### src/sv/grre_pkg.sv
// ----------------------------------------------------------------------------
// grre_pkg: shared types and constants for the glyph row run extractor
// Column and run widths, cell control and run request structures.
// ----------------------------------------------------------------------------
package grre_pkg;

  localparam int DEF_MAX_WIDTH = 32;
  localparam int COL_W         = 5;
  localparam int LEN_W         = 6;
  localparam int COORD_W       = 16;
  localparam int COLOR_W       = 16;
  localparam int BITS_W        = 32;
  localparam int IN_DATA_W     = 88;
  localparam int OUT_DATA_W    = 56;

  typedef enum logic {
    ALIGN_PROP = 1'b0,
    ALIGN_MONO = 1'b1
  } align_mode_t;

  typedef struct packed {
    logic load;
    logic shift;
  } cell_ctl_t;

  typedef struct packed {
    logic             emit;
    logic [COL_W-1:0] start;
    logic [LEN_W-1:0] len;
    logic             last;
  } run_req_t;

endpackage

### src/sv/grre_cell.sv
// ----------------------------------------------------------------------------
// grre_cell: one column pair of the scan chain
// Holds two columns, loads a new row or takes its neighbour's pair.
// ----------------------------------------------------------------------------
module grre_cell
  import grre_pkg::*;
(
  input  logic      clk,
  input  logic      rst,
  input  cell_ctl_t ctl,
  input  logic [1:0] load_bits,
  input  logic [1:0] shift_in,
  output logic [1:0] bits,
  output logic      nonzero
);

  always_ff @(posedge clk) begin
    if (rst) begin
      bits <= 2'b00;
    end else if (ctl.load) begin
      bits <= load_bits;
    end else if (ctl.shift) begin
      bits <= shift_in;
    end
  end

  assign nonzero = |bits;

endmodule

### src/sv/grre_scan.sv
// ----------------------------------------------------------------------------
// grre_scan: run scanner over a chain of column-pair cells
// The head pair is examined each cycle with one column of look-ahead;
// at most one run ends in a pair, so one run request leaves per step.
// ----------------------------------------------------------------------------
module grre_scan
  import grre_pkg::*;
#(
  parameter int NCELLS = DEF_MAX_WIDTH / 2
)
(
  input  logic                  clk,
  input  logic                  rst,
  input  logic                  load,
  input  logic [2*NCELLS-1:0]   load_mask,
  input  logic                  out_free,
  output logic                  load_ok,
  output run_req_t              req
);

  logic [1:0]       pair    [NCELLS];
  logic [1:0]       nxt_in  [NCELLS];
  logic [NCELLS-1:0] nz;
  cell_ctl_t        ctl;

  logic             in_run;
  logic             in_run_next;
  logic [COL_W-1:0] base;
  logic [COL_W-1:0] start;
  logic [COL_W-1:0] start_next;

  logic             b0, b1, nb;
  logic             end0, end1, fire, adv, rest_zero;
  logic [COL_W-1:0] new_start, emit_start;
  logic [LEN_W-1:0] end_plus;

  for (genvar i = 0; i < NCELLS; i++) begin : g_cell
    if (i == NCELLS - 1) begin : g_tail
      assign nxt_in[i] = 2'b00;
    end else begin : g_mid
      assign nxt_in[i] = pair[i+1];
    end
    grre_cell u_cell (
      .clk       (clk),
      .rst       (rst),
      .ctl       (ctl),
      .load_bits (load_mask[2*i+1:2*i]),
      .shift_in  (nxt_in[i]),
      .bits      (pair[i]),
      .nonzero   (nz[i])
    );
  end

  always_comb begin
    b0        = pair[0][0];
    b1        = pair[0][1];
    nb        = pair[1][0];
    rest_zero = ~|nz[NCELLS-1:1];
    end0      = b0 & ~b1;
    end1      = b1 & ~nb;
    fire      = end0 | end1;
    adv       = ~fire | out_free;
    new_start = b0 ? base : (base | COL_W'(1));
    emit_start = in_run ? start : new_start;
    end_plus  = {1'b0, base} + (end0 ? LEN_W'(1) : LEN_W'(2));
    in_run_next = b1 & nb;
    start_next  = in_run ? start : new_start;
  end

  assign load_ok   = adv & rest_zero;
  assign ctl.load  = load;
  assign ctl.shift = adv;

  assign req.emit  = fire & adv;
  assign req.start = emit_start;
  assign req.len   = end_plus - {1'b0, emit_start};
  assign req.last  = rest_zero;

  always_ff @(posedge clk) begin
    if (rst) begin
      in_run <= 1'b0;
      base   <= '0;
    end else if (load) begin
      in_run <= 1'b0;
      base   <= '0;
    end else if (adv) begin
      in_run <= in_run_next;
      base   <= base + COL_W'(2);
    end
  end

  always_ff @(posedge clk) begin
    if (adv) begin
      start <= start_next;
    end
  end

`ifndef SYNTH
  a_len_nonzero: assert property (@(posedge clk) disable iff (rst)
    req.emit |-> req.len != '0)
    else $error("run request with zero length");

  a_run_head: assert property (@(posedge clk) disable iff (rst)
    in_run |-> b0)
    else $error("open run but head column clear");

  a_last_empties: assert property (@(posedge clk) disable iff (rst)
    req.emit && req.last && !load |=> nz == '0)
    else $error("chain not empty after final run");
`endif

endmodule

### src/sv/glyph_row_run_extractor.sv
// Flow: an accepted row waits in the staging register and loads into the scan chain
// once no set column remains beyond the head pair; each run is registered on output.
// Throughput: one column pair per cycle while no run waits on a busy output; a row's
// scan ends as soon as no set column remains; at most one run per cycle.
// Reset clears the alignment register, the staging and output valid flags and
// the scan chain.
// ----------------------------------------------------------------------------
// glyph_row_run_extractor: horizontal runs from bitmap glyph rows
// Aligns each row into column order, scans it in a chain of column-pair
// cells and presents one run per request with a last marker.
// ----------------------------------------------------------------------------
module glyph_row_run_extractor
  import grre_pkg::*;
#(
  parameter int MAX_WIDTH = DEF_MAX_WIDTH
)
(
  input  logic                  clk,
  input  logic                  rst,
  input  logic                  cfg_wen,
  input  logic                  cfg_wdata,
  input  logic                  s_axis_tvalid,
  output logic                  s_axis_tready,
  // pen_x[15:0], row_y[31:16], row_bits[63:32], glyph_width[69:64],
  // pixel_color[85:70], zero [87:86]
  input  logic [IN_DATA_W-1:0]  s_axis_tdata,
  output logic                  m_axis_tvalid,
  input  logic                  m_axis_tready,
  // run_x[15:0], run_y[31:16], run_length[37:32], run_color[53:38], zero [55:54]
  output logic [OUT_DATA_W-1:0] m_axis_tdata,
  output logic                  m_axis_tlast
);

  localparam int NCELLS = (MAX_WIDTH + 1) / 2;
  localparam int NCOL   = 2 * NCELLS;

  align_mode_t        align_mode;

  logic [COORD_W-1:0] in_pen_x, in_row_y;
  logic [BITS_W-1:0]  in_bits, rev_bits, sh_bits, col_mask;
  logic [LEN_W-1:0]   in_width, width_sat;
  logic [COLOR_W-1:0] in_color;
  logic [COL_W-1:0]   top_bit, sh_amt;
  logic [NCOL-1:0]    in_mask;

  logic               pend_valid;
  logic [NCOL-1:0]    pend_mask;
  logic [COORD_W-1:0] pend_pen_x, pend_row_y;
  logic [COLOR_W-1:0] pend_color;

  logic [COORD_W-1:0] act_pen_x, act_row_y;
  logic [COLOR_W-1:0] act_color;

  logic               in_acc, load, load_ok, out_free;
  run_req_t           req;

  logic               out_valid;
  logic [COORD_W-1:0] out_x, out_y;
  logic [LEN_W-1:0]   out_len;
  logic [COLOR_W-1:0] out_color;
  logic               out_last;

  assign in_pen_x = s_axis_tdata[15:0];
  assign in_row_y = s_axis_tdata[31:16];
  assign in_bits  = s_axis_tdata[63:32];
  assign in_width = s_axis_tdata[69:64];
  assign in_color = s_axis_tdata[85:70];

  always_comb begin
    width_sat = (in_width > LEN_W'(MAX_WIDTH)) ? LEN_W'(MAX_WIDTH) : in_width;
    if (align_mode == ALIGN_MONO) begin
      if (width_sat > LEN_W'(16)) begin
        top_bit = COL_W'(31);
      end else if (width_sat > LEN_W'(8)) begin
        top_bit = COL_W'(15);
      end else begin
        top_bit = COL_W'(7);
      end
    end else begin
      top_bit = width_sat[COL_W-1:0] - COL_W'(1);
    end
    sh_amt = COL_W'(31) - top_bit;
    for (int j = 0; j < BITS_W; j++) begin
      rev_bits[j] = in_bits[BITS_W-1-j];
      col_mask[j] = (LEN_W'(j) < width_sat);
    end
    sh_bits = rev_bits >> sh_amt;
    in_mask = sh_bits[NCOL-1:0] & col_mask[NCOL-1:0];
  end

  assign s_axis_tready = ~pend_valid | load_ok;
  assign in_acc        = s_axis_tvalid & s_axis_tready;
  assign load          = pend_valid & load_ok;
  assign out_free      = ~out_valid | m_axis_tready;

  always_ff @(posedge clk) begin
    if (rst) begin
      align_mode <= ALIGN_PROP;
    end else if (cfg_wen) begin
      align_mode <= align_mode_t'(cfg_wdata);
    end
  end

  always_ff @(posedge clk) begin
    if (rst) begin
      pend_valid <= 1'b0;
    end else if (in_acc) begin
      pend_valid <= 1'b1;
    end else if (load) begin
      pend_valid <= 1'b0;
    end
  end

  always_ff @(posedge clk) begin
    if (in_acc) begin
      pend_mask  <= in_mask;
      pend_pen_x <= in_pen_x;
      pend_row_y <= in_row_y;
      pend_color <= in_color;
    end
    if (load) begin
      act_pen_x <= pend_pen_x;
      act_row_y <= pend_row_y;
      act_color <= pend_color;
    end
  end

  grre_scan #(
    .NCELLS (NCELLS)
  ) u_scan (
    .clk       (clk),
    .rst       (rst),
    .load      (load),
    .load_mask (pend_mask),
    .out_free  (out_free),
    .load_ok   (load_ok),
    .req       (req)
  );

  always_ff @(posedge clk) begin
    if (rst) begin
      out_valid <= 1'b0;
    end else if (req.emit) begin
      out_valid <= 1'b1;
    end else if (m_axis_tready) begin
      out_valid <= 1'b0;
    end
  end

  always_ff @(posedge clk) begin
    if (req.emit) begin
      out_x     <= act_pen_x + COORD_W'(req.start);
      out_y     <= act_row_y;
      out_len   <= req.len;
      out_color <= act_color;
      out_last  <= req.last;
    end
  end

  assign m_axis_tvalid = out_valid;
  assign m_axis_tdata  = {2'b00, out_color, out_len, out_y, out_x};
  assign m_axis_tlast  = out_last;

endmodule
### config.mk
export PLATFORM = sky130hd
export DESIGN_NAME = glyph_row_run_extractor
export DESIGN_NICKNAME = d
export VERILOG_FILES = /design/src/sv/grre_pkg.sv /design/src/sv/grre_cell.sv /design/src/sv/grre_scan.sv /design/src/sv/glyph_row_run_extractor.sv
export SDC_FILE = /design/constraint.sdc
export NUM_CORES = 1
export LEC_CHECK = 0
export ABC_CLOCK_PERIOD_IN_PS = 12000
export BUFFER_PORTS_ARGS = -buffer_cell sky130_fd_sc_hd__buf_2
export CAP_MARGIN = 20
export CORE_MARGIN = 2
export CORE_UTILIZATION = 42
export DETAILED_ROUTE_END_ITERATION = 8
export MAX_ROUTING_LAYER = met4
export PLACE_DENSITY = 0.74
export RECOVER_POWER = 50
export SYNTH_ARGS = -nofsm -noshare
export SYNTH_HDL_FRONTEND = slang
export SYNTH_SLANG_ARGS = --single-unit
### constraint.sdc
create_clock -name clk -period 12 [get_ports clk]
set_input_delay 2.4 -clock clk [delete_from_list [all_inputs] [get_ports clk]]
set_output_delay 2.4 -clock clk [all_outputs]
set_load 0.05 [all_outputs]
## Word-level counts from Yosys, hierarchy flattened

Index checks and enable logic that the tools add are counted.

| word-level totals | value |
|---|---|
| register bits | 229 |
| input port bits | 94 |
| output and inout port bits | 59 |
| word-level logic and storage cells | 142 |

| operators by class | value |
|---|---|
| $add $sub $neg | 6 |
| order comparisons | 35 |
| shifts and indexed selects | 1 |
| muxes and demuxes | 43 |
| bitwise operators | 17 |
| reduce and logical (&&, ||, !) cells | 6 |

Operators with widths:

| operator | count |
|---|---|
| $lt A5 B6 Y1 const A | 16 |
| $mux W2 | 33 |
| $lt A4 B6 Y1 const A | 8 |
| $and A32 B32 Y32 | 1 |
| $shr A32 B5 Y32 | 1 |
| $reduce_or A30 Y1 | 1 |
| $lt A3 B6 Y1 const A | 4 |
| $add A16 B5 Y16 | 1 |
| $mux W5 | 3 |
| $lt A1 B6 Y1 const A | 2 |
| $lt A2 B6 Y1 const A | 2 |
| $and A1 B1 Y1 | 7 |
| $add A5 B2 Y6 | 1 |
| $gt A6 B4 Y1 const B | 1 |
| $gt A6 B5 Y1 const B | 1 |
| $gt A6 B6 Y1 const B | 1 |
| $mux W6 | 1 |
| $reduce_bool A2 Y1 | 3 |
| $sub A6 B5 Y6 | 1 |
| $add A5 B2 Y5 const B | 1 |
| $mux W1 | 5 |
| $not A1 Y1 | 5 |
| $sub A5 B1 Y5 const B | 1 |
| $sub A5 B5 Y5 const A | 1 |
| 4 further kinds | 7 |

## Longest topological paths before layout

| depth | value |
|---|---|
| depth in word-level cells | 9 |
| gate-level depth with buffers | 13 |
| mapped depth without buffers | 11 |

## Hierarchy

Synthesis repeated with hierarchy kept, for this count alone.

| second synthesis, totals | value |
|---|---|
| cell total of the unflattened synthesis | 878 |
| area, all modules | 10963.0 µm² |

Modules (own cells, without submodules):

| module | instances | cells an instance | area each (µm²) | sequential area each (µm²) |
|---|---|---|---|---|
| glyph_row_run_extractor | 1 | 638 | 8628.3 | 5555.3 |
| grre_cell | 16 | 10 | 97.6 | 40.0 |
| grre_scan | 1 | 80 | 773.2 | 250.2 |

## Worst setup path after synthesis

OpenSTA, ideal clock, no wires.

| path | value |
|---|---|
| path kind | input to register |
| start | in m_axis_tready |
| end | reg pend_color[0] (enable) |
| setup time | 544 ps |
| arrival | 6750 ps |
| required time | 11456 ps |
| setup slack | 4705 ps |
| stages on the path | 5 |
| path buffers | 0 |
| cells stage by stage | nand2b_1 nor3_2 inv_1 nand2_1 a21oi_1 |

| between the ends | value |
|---|---|
| longest elaborated chain between the ends | 5 |

RTL lines:

| what | RTL line | text |
|---|---|---|
| start: declaration | glyph_row_run_extractor.sv:28 | `input logic m_axis_tready,` |
| $or A1 B1 Y1 | glyph_row_run_extractor.sv:94 | `assign out_free = ~out_valid \| m_axis_tready;` |
| $or A1 B1 Y1 | grre_scan.sv:62 | `adv = ~fire \| out_free;` |
| $and A1 B1 Y1 | grre_scan.sv:70 | `assign load_ok = adv & rest_zero;` |
| $or A1 B1 Y1 | glyph_row_run_extractor.sv:91 | `assign s_axis_tready = ~pend_valid \| load_ok;` |
| $and A1 B1 Y1 | glyph_row_run_extractor.sv:92 | `assign in_acc = s_axis_tvalid & s_axis_tready;` |
| via in_acc | glyph_row_run_extractor.sv:54 | `logic in_acc, load, load_ok, out_free;` |
| end signal: assignment | glyph_row_run_extractor.sv:119 | `pend_color <= in_color;` |
| end: declaration | glyph_row_run_extractor.sv:49 | `logic [COLOR_W-1:0] pend_color;` |

The timed path passes the listed nets, and every way through them passes these cells.
A chain may end at the register's enable or synchronous reset.

## Worst setup path in the final report

| path | value |
|---|---|
| start | in m_axis_tready |
| end | out s_axis_tready |

| between the ends | value |
|---|---|
| longest elaborated chain between the ends | 4 |

RTL lines:

| what | RTL line | text |
|---|---|---|
| $or A1 B1 Y1 | glyph_row_run_extractor.sv:94 |  |
| $or A1 B1 Y1 | grre_scan.sv:62 |  |
| $and A1 B1 Y1 | grre_scan.sv:70 |  |
| $or A1 B1 Y1 | glyph_row_run_extractor.sv:91 |  |
| end: declaration | glyph_row_run_extractor.sv:23 | `output logic s_axis_tready,` |

No other way between the ends.

==> metrics.md <==
| Metric | Value |
|---|---|
| Mean Syn Cell Area | `around 13 sq um` |
| GRT Total Usage | `0.166` |
| Die height | `161 um` |
| Ys Warns | `0` |
| GRT overflow | `0` |
| 1st-iter DRT viols | `between 400 and 500` |
| Leading cell type in the layout, fill and taps excluded | `edfxtp_1` |
| Worst skew pair latency | `between 0.4 and 0.5 ns` |
| Number of flops mapped to enable cells by yosys | `~190` |
| Violated checks | `max-capacitance violations, max-slew violations` |
| Critical path depth in cells | `8` |
| Die Width | `about 160 um` |
| Clock-pin transition on the worst setup and hold timing paths | `around 0.060 ns` |
| Critical path peak fanout | `36` |
| LEAKAGE | `about 4.7 nW` |
| Number of synthesized register bits | `~230` |
| Worst path buffer plus inverter count | `4` |
| Reg2reg setup slack | `~8.4 ns` |
| Num CTS Buffers | `21` |
| Worst hold slack | `about 0.42 ns` |
| Io pins | `153` |
| Post-synthesis adder-cell area fraction | `0.0264` |
| Slew Viols, Final | `just over 90` |
| Synth top area share | `0.547` |
| Dominant cell type by area after synthesis | `edfxtp_1` |
| Synth area leaders | `edfxtp_1 55%, dfxtp_1 7.8%, mux2i_1 7.4%, a211oi_1 2.6%, nor2_1 2.4%` |
| Max IR drop VDD | `about 0.16 mV` |
| Core area | `24,200 sq um` |
| Placer Congestion | `between 0.9 and 1` |
| Critical Path RT | `approximately 9.6 ns` |
| Vias per inst | `5.43` |
| Total power | `about 2.8 mW` |
| Xor/xnor share of the synthesized area | `0.0170` |
| Hold buffers post-CTS | `0` |
| NetSw | `approximately 0.89 mW` |
| Internal Power | `1.89 mW` |
| Wire per inst | `16.9 um` |
| Number of max-cap violations | `2` |
| Nets | `about 1,000` |
| Worst r2r src | `u_scan.g_cell[1].u_cell.bits[0]$_SDFFE_PP0P_` |
| # resized after CTS | `0` |
| Clock Sinks | `about 230` |
| CP max stage delay | `0.41 ns` |
| Post-route DRC | `0` |
| Vias | `just under 7,000` |
| DRT Pass-1 Iters | `5` |
| Crit path cell chain | `buf_2, nand2b_1, nor3_4, buf_4, inv_1, nand2_1, nand2_1, buf_2` |
| Relative slew slack | `-0.791` |
| Pin count of the biggest net entering global routing | `61` |
| Ys flop type | `edfxtp_1` |
| Worst Hold Launch | `act_color[7]$_DFFE_PP_` |
| Clock Path Buffers | `3` |
| Fin Setup TNS | `0 ns` |
| Clock power share | `0.228` |
| # rows | `57` |
| PD cells | `~230 nW/um^2` |
| Netlist area before placement | `~10,000 sq um` |
| Switching Fraction | `0.320` |
| Final setup vio count | `0` |
| F_max | `around 150 MHz` |
| CTS tree | `yes` |
| Comb pwr share | `0.274` |
| Register share of total power | `0.498` |
| Slowest cell on the critical path | `inv_1` |
| Initial core utilization | `0.426` |
| Setup Buffers After CTS | `0` |
| Sequential-to-total area share from yosys stat | `0.624` |
| Main combinational cell family by area after synthesis | `simple AND/OR/NAND/NOR gates` |
| Compound-Gate Fraction of Synth Area | `0.0938` |
| Outcome | `finished, violations left` |
| Top delay family on crit path | `buffers and inverters` |
| Initial antenna violation count | `0` |
| Vias in the first global route | `6,507` |
| Critical path launch point type | `primary input` |
| Fin. Hold Viols | `0` |
| Worst setup path startpoint | `m_axis_tready` |
| Ys async rst share | `0` |
| Worst Hold Depth | `0` |
| Kind of critical path | `in2out` |
| Total wire length | `21.5 mm` |
| Clock skew | `around 0.0094 ns` |
| N_diodes | `0` |
| H-tree lvl count | `1` |
| Post-synthesis simple-gate area fraction | `0.117` |
| Antenna violation net count after detailed routing | `0` |
| CTS Root Buffer Type | `clkbuf_16` |
| Critical path endpoint category | `output port` |
| First-pass GRT wire length | `around 34 mm` |
| Final Cycle Share | `0.557` |
| Gate Count Post-Synth | `797` |
| Die area | `~26,000 sq um` |
| Reg2Reg Depth | `4` |
| Crit path DAT | `4.29 ns` |
| Worst slew pin tran | `2.69 ns` |
| Netlist cell types | `between 70 and 80` |
| Hold Path Class | `reg2reg` |
| Detailed placement HPWL | `between 10 and 15 mm` |
| Fillers | `about 2,200` |
| Share of layout cells above drive strength 1 | `0.199` |
| Synthesis-to-finish area growth | `16.1%` |
| Mux cell area share after synthesis | `0.0881` |
| Min Tclk post-route | `approximately 6.7 ns` |
| Unrepaired setup endpoints after global routing | `no` |
| Number of port buffers | `148` |
| Commonest cells after routing, fill and taps aside | `188 x edfxtp_1, 120 x buf_2, 76 x mux2i_1` |
-- flip-flops by register name, indices dropped and copies added (netlist names) --
register and cells:
pend_row_y 16, u_scan.g_cell.u_cell.bits 32, m_axis_tvalid 1, u_scan.base 4, out_x 16, pend_valid 1, u_scan.start 5, align_mode 1
u_scan.in_run 1, act_pen_x 16, pend_color 16, m_axis_tlast 1, pend_pen_x 16, pend_mask 32, out_y 16, out_color 16
act_color 16, out_len 6, act_row_y 16
-- final cells by class --
type	instances	area (sq um)	area share
timing repair buffer	160	825	0.0688
clock buffer	30	601	0.0501
inverter	22	83.8	0.00699
multi-input combinational	497	3570	0.297
clock inverter	8	66.3	0.00553
sequential	228	6450	0.538
tap	324	405	0.0338
-- worst paths after layout --
check,endpoint
worst max-delay path,s_axis_tready
worst max register to register,out_color[10]$_DFFE_PP_
worst min register to register,out_color[7]$_DFFE_PP_
worst min-delay path,out_color[7]$_DFFE_PP_
-- synth_stat cells, types with 11 or more instances --
cell type and count:
clkbuf_1 22, ha_1 17, dfxtp_1 40, buf_2 19, nor2_1 65, edfxtp_1 188
nor3_1 41, a21oi_1 26, nand3_1 15, mux2i_1 76, inv_1 21, nand2_1 42
and3_1 11, a211oi_1 36, o21ai_0 15, xnor2_1 12
-- metrics by stage --
step / utilization / cells / area (sq um) / setup slack [ns]
2_1_floorplan: - / 798 / 10300 / 4.71
3_3_place_gp: 0.467 / 1229 / 11300 / 4.91
3_5_place_dp: 0.468 / 1230 / 11400 / 5.31
4_1_cts: 0.496 / 1268 / 12000 / 5.31
5_1_grt: 0.495 / 1269 / 12000 / 5.17
6_report: 0.495 / 1269 / 12000 / 5.31
-- layer usage --
metal  GRT usage  vias up  wire [um]
met1       0.215     3330       9330
met2       0.272      233      10400
met5           -        -          0
li1            -     3285          -
met3      0.0232       46       1230
met4      0.0568        0        567
-- logic make-up after synthesis --
logic type | after synthesis
buffers and inverters | 73
other | 1
DFF | 228
muxes | 84
and+or+nand+nor | 235
adders and majority gates | 20
xor gates and xnor gates | 20
AOI/OAI and AO/OA | 136
-- power by group through the flow --
| stage | registers, mW | logic, mW | clock network (mW) |
|---|---|---|---|
| final | 1.38 | 0.759 | 0.632 |
| after global routing | 1.41 | 0.832 | 0.679 |
| after CTS | 1.38 | 0.764 | 0.648 |
| after detailed placement | 1.39 | 0.753 | 0 |
| after global placement | 1.38 | 0.734 | 0 |
| after floorplan | 1.50 | 0.447 | 0 |
(Power assumes the default switching activity.)
